File: config.mk
export PLATFORM = sky130hd
export DESIGN_NAME = ordered_sequence_store
export DESIGN_NICKNAME = d
export VERILOG_FILES = /design/src/rtl/core/ose_pkg.sv /design/src/rtl/core/ose_cell.sv /design/src/rtl/core/ose_ctrl.sv /design/src/rtl/core/ordered_sequence_store.sv
export SDC_FILE = /design/constraint.sdc
export NUM_CORES = 2
export LEC_CHECK = 0
export ABC_AREA = 0
export BUFFER_PORTS_ARGS = -buffer_cell sky130_fd_sc_hd__buf_2
export CAP_MARGIN = 20
export CELL_PAD_IN_SITES_DETAIL_PLACEMENT = 0
export CELL_PAD_IN_SITES_GLOBAL_PLACEMENT = 1
export CORE_ASPECT_RATIO = 0.6
export CORE_MARGIN = 2
export CORE_UTILIZATION = 35
export CTS_CLUSTER_DIAMETER = 40
export DETAILED_ROUTE_END_ITERATION = 6
export GPL_ROUTABILITY_DRIVEN = 0
export PLACE_DENSITY_LB_ADDON = 0.1
export SETUP_SLACK_MARGIN = 0.05
export SYNTH_ARGS = -nofsm -noshare
export SYNTH_HDL_FRONTEND = slang
export SYNTH_SLANG_ARGS = --single-unit
File: constraint.sdc
create_clock -name clk_i -period 7.8 [get_ports clk_i]
set_input_delay 0.78 -clock clk_i [delete_from_list [all_inputs] [get_ports clk_i]]
set_output_delay 0.78 -clock clk_i [all_outputs]
set_load 0.05 [all_outputs]
File: src/rtl/core/ose_pkg.sv
// Package for the ordered sequence store: sizes, codes and shared types.
package ose_pkg;

  localparam int unsigned CAPACITY   = 16;
  localparam int unsigned ITEM_WIDTH = 32;

  localparam int unsigned IDX_W = (CAPACITY > 1) ? $clog2(CAPACITY) : 1;
  localparam int unsigned CNT_W = $clog2(CAPACITY + 1);
  localparam int unsigned POS_W = 5;
  localparam int unsigned CMP_W = (CNT_W > POS_W) ? CNT_W : POS_W;

  typedef logic [ITEM_WIDTH-1:0] item_t;

  typedef enum logic [2:0] {
    ACT_INSERT_AT     = 3'd0,
    ACT_INSERT_SORTED = 3'd1,
    ACT_ERASE_AT      = 3'd2,
    ACT_REMOVE_ALL    = 3'd3,
    ACT_GET           = 3'd4,
    ACT_SET           = 3'd5,
    ACT_FIND          = 3'd6
  } act_e;

  typedef enum logic [2:0] {
    CELL_HOLD,
    CELL_CMP,
    CELL_INS,
    CELL_DEL,
    CELL_SET
  } cell_op_e;

  typedef enum logic [1:0] {
    MARK_POS,
    MARK_GE,
    MARK_EQ
  } mark_e;

  typedef enum logic [1:0] {
    ST_IDLE,
    ST_CMP,
    ST_APPLY
  } state_e;

  typedef struct packed {
    cell_op_e         op;
    mark_e            mode;
    logic [CNT_W-1:0] count;
    logic [POS_W-1:0] pos;
    item_t            key;
  } cell_ctrl_t;

  typedef struct packed {
    logic             any_first;
    logic [IDX_W-1:0] first_idx;
    item_t            rd_val;
  } row_stat_t;

endpackage

File: src/rtl/core/ose_cell.sv
// One storage cell of the sequence: holds an element, compares and shifts.
module ose_cell (
  input  logic                         clk_i,
  input  ose_pkg::cell_ctrl_t          ctrl_i,
  input  logic [ose_pkg::IDX_W-1:0]    idx_i,
  input  ose_pkg::item_t               left_i,
  input  ose_pkg::item_t               right_i,
  input  logic                         mark_i,
  output ose_pkg::item_t               val_o,
  output logic                         mark_o,
  output logic                         first_o,
  output ose_pkg::item_t               rd_o
);

  ose_pkg::item_t val_q, val_d;
  logic           ge_q, eq_q;
  logic           in_range, sel, own_mark;

  assign in_range = ose_pkg::CNT_W'(idx_i) < ctrl_i.count;
  assign sel      = ose_pkg::CMP_W'(idx_i) == ose_pkg::CMP_W'(ctrl_i.pos);

  // The mark says this cell lies at or after the point of change; it is
  // handed down the row so that the first marked cell can be found.
  always_comb begin
    unique case (ctrl_i.mode)
      ose_pkg::MARK_POS: own_mark = ose_pkg::CMP_W'(idx_i) >= ose_pkg::CMP_W'(ctrl_i.pos);
      ose_pkg::MARK_GE:  own_mark = ge_q | ~in_range;
      ose_pkg::MARK_EQ:  own_mark = eq_q;
      default:           own_mark = 1'b0;
    endcase
  end

  assign mark_o  = own_mark | mark_i;
  assign first_o = own_mark & ~mark_i;
  assign val_o   = val_q;
  assign rd_o    = sel ? val_q : '0;

  always_comb begin
    val_d = val_q;
    unique case (ctrl_i.op)
      ose_pkg::CELL_INS: begin
        if (mark_i) val_d = left_i;
        else if (own_mark) val_d = ctrl_i.key;
      end
      ose_pkg::CELL_DEL: begin
        if (mark_o) val_d = right_i;
      end
      ose_pkg::CELL_SET: begin
        if (sel) val_d = ctrl_i.key;
      end
      default: val_d = val_q;
    endcase
  end

  always_ff @(posedge clk_i) begin
    val_q <= val_d;
    if (ctrl_i.op == ose_pkg::CELL_CMP) begin
      ge_q <= in_range & (val_q >= ctrl_i.key);
      eq_q <= in_range & (val_q == ctrl_i.key);
    end
  end

endmodule

File: src/rtl/core/ose_ctrl.sv
// Sequencer of the sequence store: handshakes, element count and results.
module ose_ctrl (
  input  logic                          clk_i,
  input  logic                          rst_ni,
  input  logic                          in_valid_i,
  output logic                          in_stall_o,
  input  logic [2:0]                    action_i,
  input  logic [ose_pkg::POS_W-1:0]     position_i,
  input  logic [31:0]                   value_i,
  output logic                          out_valid_o,
  input  logic                          out_stall_i,
  output logic                          ok_o,
  output logic signed [5:0]             index_out_o,
  output logic [31:0]                   value_out_o,
  output logic [4:0]                    removed_count_o,
  output logic [4:0]                    count_out_o,
  input  ose_pkg::row_stat_t            stat_i,
  output ose_pkg::cell_ctrl_t           ctrl_o
);

  ose_pkg::state_e             state_q, state_d;
  ose_pkg::act_e               act_q;
  logic [ose_pkg::POS_W-1:0]   pos_q;
  ose_pkg::item_t              key_q;
  logic [ose_pkg::CNT_W-1:0]   count_q, count_d, rem_q, rem_d;
  logic                        out_valid_q, out_valid_d;
  logic                        ok_q, ok_d;
  logic signed [5:0]           idx_q, idx_d;
  logic [31:0]                 rdv_q, rdv_d;
  logic [4:0]                  remc_q, remc_d;
  logic [4:0]                  cnt_q, cnt_d;
  logic                        accept, slot_free, full, pos_lt, pos_le;
  ose_pkg::cell_op_e           op;
  ose_pkg::mark_e              mode;

  assign accept    = in_valid_i & (state_q == ose_pkg::ST_IDLE);
  assign slot_free = ~out_valid_q | ~out_stall_i;
  assign full      = count_q == ose_pkg::CNT_W'(ose_pkg::CAPACITY);
  assign pos_lt    = ose_pkg::CMP_W'(pos_q) <  ose_pkg::CMP_W'(count_q);
  assign pos_le    = ose_pkg::CMP_W'(pos_q) <= ose_pkg::CMP_W'(count_q);

  always_comb begin
    unique case (act_q)
      ose_pkg::ACT_INSERT_SORTED: mode = ose_pkg::MARK_GE;
      ose_pkg::ACT_REMOVE_ALL,
      ose_pkg::ACT_FIND:          mode = ose_pkg::MARK_EQ;
      default:                    mode = ose_pkg::MARK_POS;
    endcase
  end

  always_comb begin
    state_d     = state_q;
    op          = ose_pkg::CELL_HOLD;
    count_d     = count_q;
    rem_d       = rem_q;
    out_valid_d = out_valid_q & out_stall_i;
    ok_d        = ok_q;
    idx_d       = idx_q;
    rdv_d       = rdv_q;
    remc_d      = remc_q;
    cnt_d       = cnt_q;
    unique case (state_q)
      ose_pkg::ST_IDLE: begin
        if (accept) begin
          state_d = ose_pkg::ST_CMP;
          rem_d   = '0;
        end
      end
      ose_pkg::ST_CMP: begin
        op      = ose_pkg::CELL_CMP;
        state_d = ose_pkg::ST_APPLY;
      end
      ose_pkg::ST_APPLY: begin
        if (act_q == ose_pkg::ACT_REMOVE_ALL && stat_i.any_first) begin
          // Drop the first match, then compare again.
          op      = ose_pkg::CELL_DEL;
          count_d = count_q - 1'b1;
          rem_d   = rem_q + 1'b1;
          state_d = ose_pkg::ST_CMP;
        end else if (slot_free) begin
          ok_d        = 1'b0;
          idx_d       = -6'sd1;
          rdv_d       = '0;
          remc_d      = '0;
          out_valid_d = 1'b1;
          state_d     = ose_pkg::ST_IDLE;
          unique case (act_q)
            ose_pkg::ACT_INSERT_AT: begin
              if (pos_le && !full) begin
                op      = ose_pkg::CELL_INS;
                count_d = count_q + 1'b1;
                ok_d    = 1'b1;
              end
            end
            ose_pkg::ACT_INSERT_SORTED: begin
              if (!full) begin
                op      = ose_pkg::CELL_INS;
                count_d = count_q + 1'b1;
                ok_d    = 1'b1;
                idx_d   = 6'(stat_i.first_idx);
              end
            end
            ose_pkg::ACT_ERASE_AT: begin
              if (pos_lt) begin
                op      = ose_pkg::CELL_DEL;
                count_d = count_q - 1'b1;
                ok_d    = 1'b1;
              end
            end
            ose_pkg::ACT_REMOVE_ALL: begin
              ok_d   = 1'b1;
              remc_d = 5'(rem_q);
            end
            ose_pkg::ACT_GET: begin
              if (pos_lt) begin
                ok_d  = 1'b1;
                rdv_d = 32'(stat_i.rd_val);
              end
            end
            ose_pkg::ACT_SET: begin
              if (pos_lt) begin
                op   = ose_pkg::CELL_SET;
                ok_d = 1'b1;
              end
            end
            ose_pkg::ACT_FIND: begin
              ok_d = 1'b1;
              if (stat_i.any_first) idx_d = 6'(stat_i.first_idx);
            end
            default: ok_d = 1'b0;
          endcase
          // The reported count is held with the result, since the next beat may
          // already change the live count while this result is stalled.
          cnt_d = 5'(count_d);
        end
      end
      default: state_d = ose_pkg::ST_IDLE;
    endcase
  end

  always_ff @(posedge clk_i or negedge rst_ni) begin
    if (!rst_ni) begin
      state_q     <= ose_pkg::ST_IDLE;
      count_q     <= '0;
      rem_q       <= '0;
      out_valid_q <= 1'b0;
    end else begin
      state_q     <= state_d;
      count_q     <= count_d;
      rem_q       <= rem_d;
      out_valid_q <= out_valid_d;
    end
  end

  always_ff @(posedge clk_i) begin
    if (accept) begin
      act_q <= ose_pkg::act_e'(action_i);
      pos_q <= position_i;
      key_q <= ose_pkg::item_t'(value_i);
    end
    ok_q   <= ok_d;
    idx_q  <= idx_d;
    rdv_q  <= rdv_d;
    remc_q <= remc_d;
    cnt_q  <= cnt_d;
  end

  assign ctrl_o.op    = op;
  assign ctrl_o.mode  = mode;
  assign ctrl_o.count = count_q;
  assign ctrl_o.pos   = pos_q;
  assign ctrl_o.key   = key_q;

  assign in_stall_o      = state_q != ose_pkg::ST_IDLE;
  assign out_valid_o     = out_valid_q;
  assign ok_o            = ok_q;
  assign index_out_o     = idx_q;
  assign value_out_o     = rdv_q;
  assign removed_count_o = remc_q;
  assign count_out_o     = cnt_q;

endmodule

File: src/rtl/core/ordered_sequence_store.sv
// Top level of the ordered sequence store: a row of element cells and a sequencer.
//
//   channel | direction | handshake                  | payload
//   --------+-----------+----------------------------+---------------------------------------
//   in      | to block  | in_valid_i / in_stall_o    | action_i, position_i, value_i
//   out     | from block| out_valid_o / out_stall_i  | ok_o, index_out_o, value_out_o,
//           |           |                            | removed_count_o, count_out_o
//
// After a beat is accepted, all cells compare their element with the value in a compare state,
// and in the apply state that follows, the row shifts or is read and the result is registered.
// A remove-all returns to the compare state for each element it removes, one match dropped per pass.
// The block takes one beat at a time; the next beat is accepted in the cycle after the result
// is registered, even while that result is still stalled at the output.
// Reset clears the element count and the output valid; element storage needs no clearing.
// A stalled result holds its value; a finished operation waits until the output slot is free.
module ordered_sequence_store (
  input  logic                  clk_i,
  input  logic                  rst_ni,
  input  logic                  in_valid_i,
  output logic                  in_stall_o,
  input  logic [2:0]            action_i,
  input  logic [4:0]            position_i,
  input  logic [31:0]           value_i,
  output logic                  out_valid_o,
  input  logic                  out_stall_i,
  output logic                  ok_o,
  output logic signed [5:0]     index_out_o,
  output logic [31:0]           value_out_o,
  output logic [4:0]            removed_count_o,
  output logic [4:0]            count_out_o
);

  localparam int unsigned N = ose_pkg::CAPACITY;

  ose_pkg::cell_ctrl_t ctrl;
  ose_pkg::row_stat_t  stat;
  ose_pkg::item_t      vals  [N];
  ose_pkg::item_t      rds   [N];
  logic [N:0]          marks;
  logic [N-1:0]        firsts;

  // The mark chain starts clear at the head of the row.
  assign marks[0] = 1'b0;

  for (genvar g = 0; g < N; g++) begin : g_cell
    ose_pkg::item_t left_v, right_v;
    // The head cell never takes from the left and the tail never from the right.
    assign left_v  = (g == 0)     ? vals[g] : vals[(g == 0) ? 0 : g - 1];
    assign right_v = (g == N - 1) ? vals[g] : vals[(g == N - 1) ? g : g + 1];

    ose_cell u_cell (
      .clk_i   (clk_i),
      .ctrl_i  (ctrl),
      .idx_i   (ose_pkg::IDX_W'(g)),
      .left_i  (left_v),
      .right_i (right_v),
      .mark_i  (marks[g]),
      .val_o   (vals[g]),
      .mark_o  (marks[g+1]),
      .first_o (firsts[g]),
      .rd_o    (rds[g])
    );
  end

  // At most one cell reports the first mark and at most one is addressed, so plain OR
  // reductions gather the found index and the read element.
  always_comb begin
    stat.any_first = 1'b0;
    stat.first_idx = '0;
    stat.rd_val    = '0;
    for (int i = 0; i < N; i++) begin
      stat.any_first = stat.any_first | firsts[i];
      stat.first_idx = stat.first_idx | (firsts[i] ? ose_pkg::IDX_W'(i) : '0);
      stat.rd_val    = stat.rd_val | rds[i];
    end
  end

  ose_ctrl u_ctrl (
    .clk_i           (clk_i),
    .rst_ni          (rst_ni),
    .in_valid_i      (in_valid_i),
    .in_stall_o      (in_stall_o),
    .action_i        (action_i),
    .position_i      (position_i),
    .value_i         (value_i),
    .out_valid_o     (out_valid_o),
    .out_stall_i     (out_stall_i),
    .ok_o            (ok_o),
    .index_out_o     (index_out_o),
    .value_out_o     (value_out_o),
    .removed_count_o (removed_count_o),
    .count_out_o     (count_out_o),
    .stat_i          (stat),
    .ctrl_o          (ctrl)
  );

endmodule

==> results.tsv <==
stage	metric	value	unit
clock_tree	clk sinks	645	
global_route	vias in the first global route	36480	
sta	Final min period	5.541	ns
clock_tree	setup repair bufs after CTS	0	
sta	worst relative slew slack	12.49	%
outcome	outcome	finished clean	
run	Max Cap Viol	0	
clock_tree	hold_buf cts	1	
worst_setup_path	crit-path max cell delay	0.97	ns
worst_hold_path	worst min-delay path startpoint	value_i[11]	
layout	layout net count	4773	
sta	final hold viol count	0	
clock_tree	Root Buffer	clkbuf_16	
clock_tree	worst-skew pair later-pin latency	0.76	ns
detailed_routing	total via count in the routed design	40420	
place	dpl hpwl	169.3	mm
sta	RSZ-0062 raised after global routing	no	
worst_setup_path	CP most frequent cell	buf_4	
synth	Main synth FF type	edfxtp_1	
detailed_routing	DRT Pass-1 Iters	6	
worst_setup_path	worst-path maximum fanout	18	
synth	Post-synth ARST share	2.016	%
synth	#FFs+latches synth	645	
sta	Worst Skew	0.03031	ns
worst_hold_path	Hold WC Path Type	in2reg	
worst_setup_path	Arr. time, crit path	5.99	ns
detailed_routing	WL final	236.9	mm
synth	syn_area_per_cell	10.79	µm²
global_route	first-pass GRT wire length	318.8	mm
clock_tree	H-tree depth	3	
detailed_routing	# DRC	0	
floorplanning	num rows	101	
worst_setup_path	crit end category	flip-flop	
detailed_routing	vias per cell	6.732	
global_route	pin count of the biggest net entering global routing	193	
synth	Cells after Synth	4125	
worst_setup_path	WS Path Type	reg2reg	
worst_setup_path	Setup crit start	u_ctrl.count_q[4]	
synth	main area contributors after synthesis	edfxtp_1 (43%), ha_1 (15%), a221o_1 (7.3%)	
global_route	gr usage total	35.41	%
worst_setup_path	CP Data Required Time	8.24	ns
synth	EDFF count, synth	632	
sta	post-route clock period utilization	71.04	%
floorplanning	die height	280.3	µm
worst_setup_path	Worst Path Buf+Inv	3	
global_route	antenna violations before repair	9	
place	pre-CTS setup slack	2.505	ns
floorplanning	CORE AREA	126400	µm²
worst_setup_path	Max stage delay cell, worst path	dfrtp_1	
worst_setup_path	r2r setup slk	2.26	ns
clock_tree	CTS buffer count	111	
pwr	Leak Pwr	19.98	nW
synth	cell taking the most area after synthesis	edfxtp_1	
synth	yosys warns	0	
layout	layout cells sized above 1	12.88	%
floorplanning	chip width	464.4	µm
synth	top post-synthesis cells by count	edfxtp_1 (632), ha_1 (526), a221o_1 (326)	
synth	Yosys cell types	87	
synth	synthesized cell area	44520	µm²
sta	Setup TNS Final	0	ns
pwr	Peak VDD IR	0.0003000	V
sta	worst slew pin tran	1.313	ns
worst_hold_path	hold-critical path endpoint	u_ctrl.key_q[11]	
layout	Finished Core Util	40.73	%
detailed_routing	ANT nets after route	0	
synth	most frequent cell after synthesis	edfxtp_1	
clock_tree	CTS Buffer Depth	3	
clock_tree	TritonCTS clock tree	yes	
sta	max-slew violations	0	
clock_tree	Worst-path clk slew	0.06	ns
synth	top cell type's share of synthesized area	42.63	%
global_route	total congestion overflow	0	
synth	syn_nets	4695	
worst_setup_path	CP cell instances	inv_2 -> ha_1 -> or2_2 -> o21ai_1 -> a21boi_0 -> nor2_2 -> a21oi_1 -> buf_4 -> a21oi_4 -> buf_4 -> o21ai_0	
clock_tree	post-CTS resize count	0	
worst_setup_path	FF-to-FF path depth	11	
synth	sequential fraction of the synthesis area	43.36	%
layout	P&R area growth vs syn	15.62	%
floorplanning	IO Pins	95	
floorplanning	Initial Util	35.23	%
worst_setup_path	Crit path max-delay family	compound AO/OA/AOI/OAI gates	
floorplanning	die area	130200	µm²
pwr	Power Density	347.3	nW/µm²
sta	FMAX	180.5	MHz
sta	Final setup viols	0	
detailed_routing	WL/cell	39.46	µm
place	IO Port Bufs	94	
worst_setup_path	Startpoint Class	flip-flop	
sta	post-route setup slack	2.259	ns
worst_setup_path	worst reg2reg path endpoint	g_cell[9].u_cell.val_o[15]	
detailed_routing	DRT iter0 DRCs	6685	
worst_hold_path	hold depth	1	
worst_setup_path	reg-to-reg startpoint	u_ctrl.count_q[4]	
how the worst max path moves through the flow:
stage | to | cells past startpoint | slack (ns)
after floorplan | g_cell[7].u_cell.val_o[0] | 14 | 1.88
after global placement | g_cell[13].u_cell.val_o[24] | 11 | 2.48
after detailed placement | g_cell[4].u_cell.val_o[27] | 11 | 2.51
after CTS | g_cell[4].u_cell.val_o[27] | 11 | 2.50
after global routing | g_cell[10].u_cell.val_o[17] | 11 | 2.10
final | g_cell[9].u_cell.val_o[15] | 11 | 2.26
cells in the final DEF (no fill, tap or decap), drive strengths merged, types with 10 or more instances in the layout:
cell,netlist,routed
a2111oi,16,16
a211o,12,12
a211oi,34,34
a21o,150,150
a21oi,155,155
a221o,327,327
a221oi,55,55
a22o,82,82
a22oi,261,261
and2,224,224
and3,15,15
buf,143,226
bufinv,0,13
clkbuf,121,115
clkinv,0,37
clkinvlp,0,11
dfrtp,13,13
edfxtp,632,632
ha,526,526
inv,77,114
mux2,33,33
nand2,264,264
nand2b,21,21
nand3,93,93
nand4,127,127
nor2,303,303
nor2b,46,46
nor3,45,45
nor4,18,18
o211ai,18,18
o21a,26,26
o21ai,179,179
o221ai,10,10
o22ai,13,13
metrics by stage:
stage,instance area (µm²),power (W),hold WS (ns),instances
finish,51470,0.01787,0.1986,6003
global route,51460,0.01837,0.1811,6000
CTS,51450,0.01754,0.1561,5998
global placement,47470,0.01223,0.5453,5781
floorplan,44520,0.009112,0.4844,4125
detailed placement,47530,0.01226,0.5395,5786
flip-flops by register name (all words and copies together) (netlist names):
| name | flops |
|---|---|
| u_ctrl.out_valid_o | 1 |
| u_ctrl.index_out_o | 5 |
| u_ctrl.count_out_o | 5 |
| u_ctrl.pos_q | 5 |
| u_ctrl.removed_count_o | 5 |
| g_cell.u_cell.eq_q | 16 |
| u_ctrl.state_q | 2 |
| u_ctrl.value_out_o | 32 |
| g_cell.u_cell.ge_q | 16 |
| u_ctrl.rem_q | 5 |
| g_cell.u_cell.val_o | 512 |
| u_ctrl.act_q | 3 |
| u_ctrl.count_q | 5 |
| u_ctrl.key_q | 32 |
| u_ctrl.ok_o | 1 |
layout make-up:
type | count | area, µm²
well taps | 1699 | 2126
diodes | 3 | 7.507
inverters | 77 | 290.3
multi-input cells | 3139 | 24280
flip-flops and latches | 645 | 19300
clock inverters | 98 | 1101
clock buffers | 113 | 2806
fillers | 12130 | 74900
repair buffers | 229 | 1558
routing by layer:
metal	global-route usage (%)	vias up	share of wire, %
li1	-	16780	-
met1	54.92	20340	46
met2	42.62	2973	35
met3	16.32	307	16
met4	7.501	10	2.2
met5	1.663	-	0.15
where the power goes:
group | internal (W) | total (W) | switching (W)
Sequential | 0.00473 | 0.00554 | 0.000814
Combinational | 0.00217 | 0.00707 | 0.00490
Clock | 0.00313 | 0.00526 | 0.00213
Total | 0.0100 | 0.0179 | 0.00784
kinds of logic after synthesis:
kind of cell,count (synthesis),share of synthesized area [%]
AO/OA/AOI/OAI,1384,24.13
XOR/XNOR,4,0.07871
adder cells (fa/ha/maj),526,14.78
buffers and inverters,341,3.319
flip-flops,645,43.36
multiplexers,34,0.8572
AND/OR/NAND/NOR,1191,13.47
No activity file was read; power rests on OpenSTA's default activity.
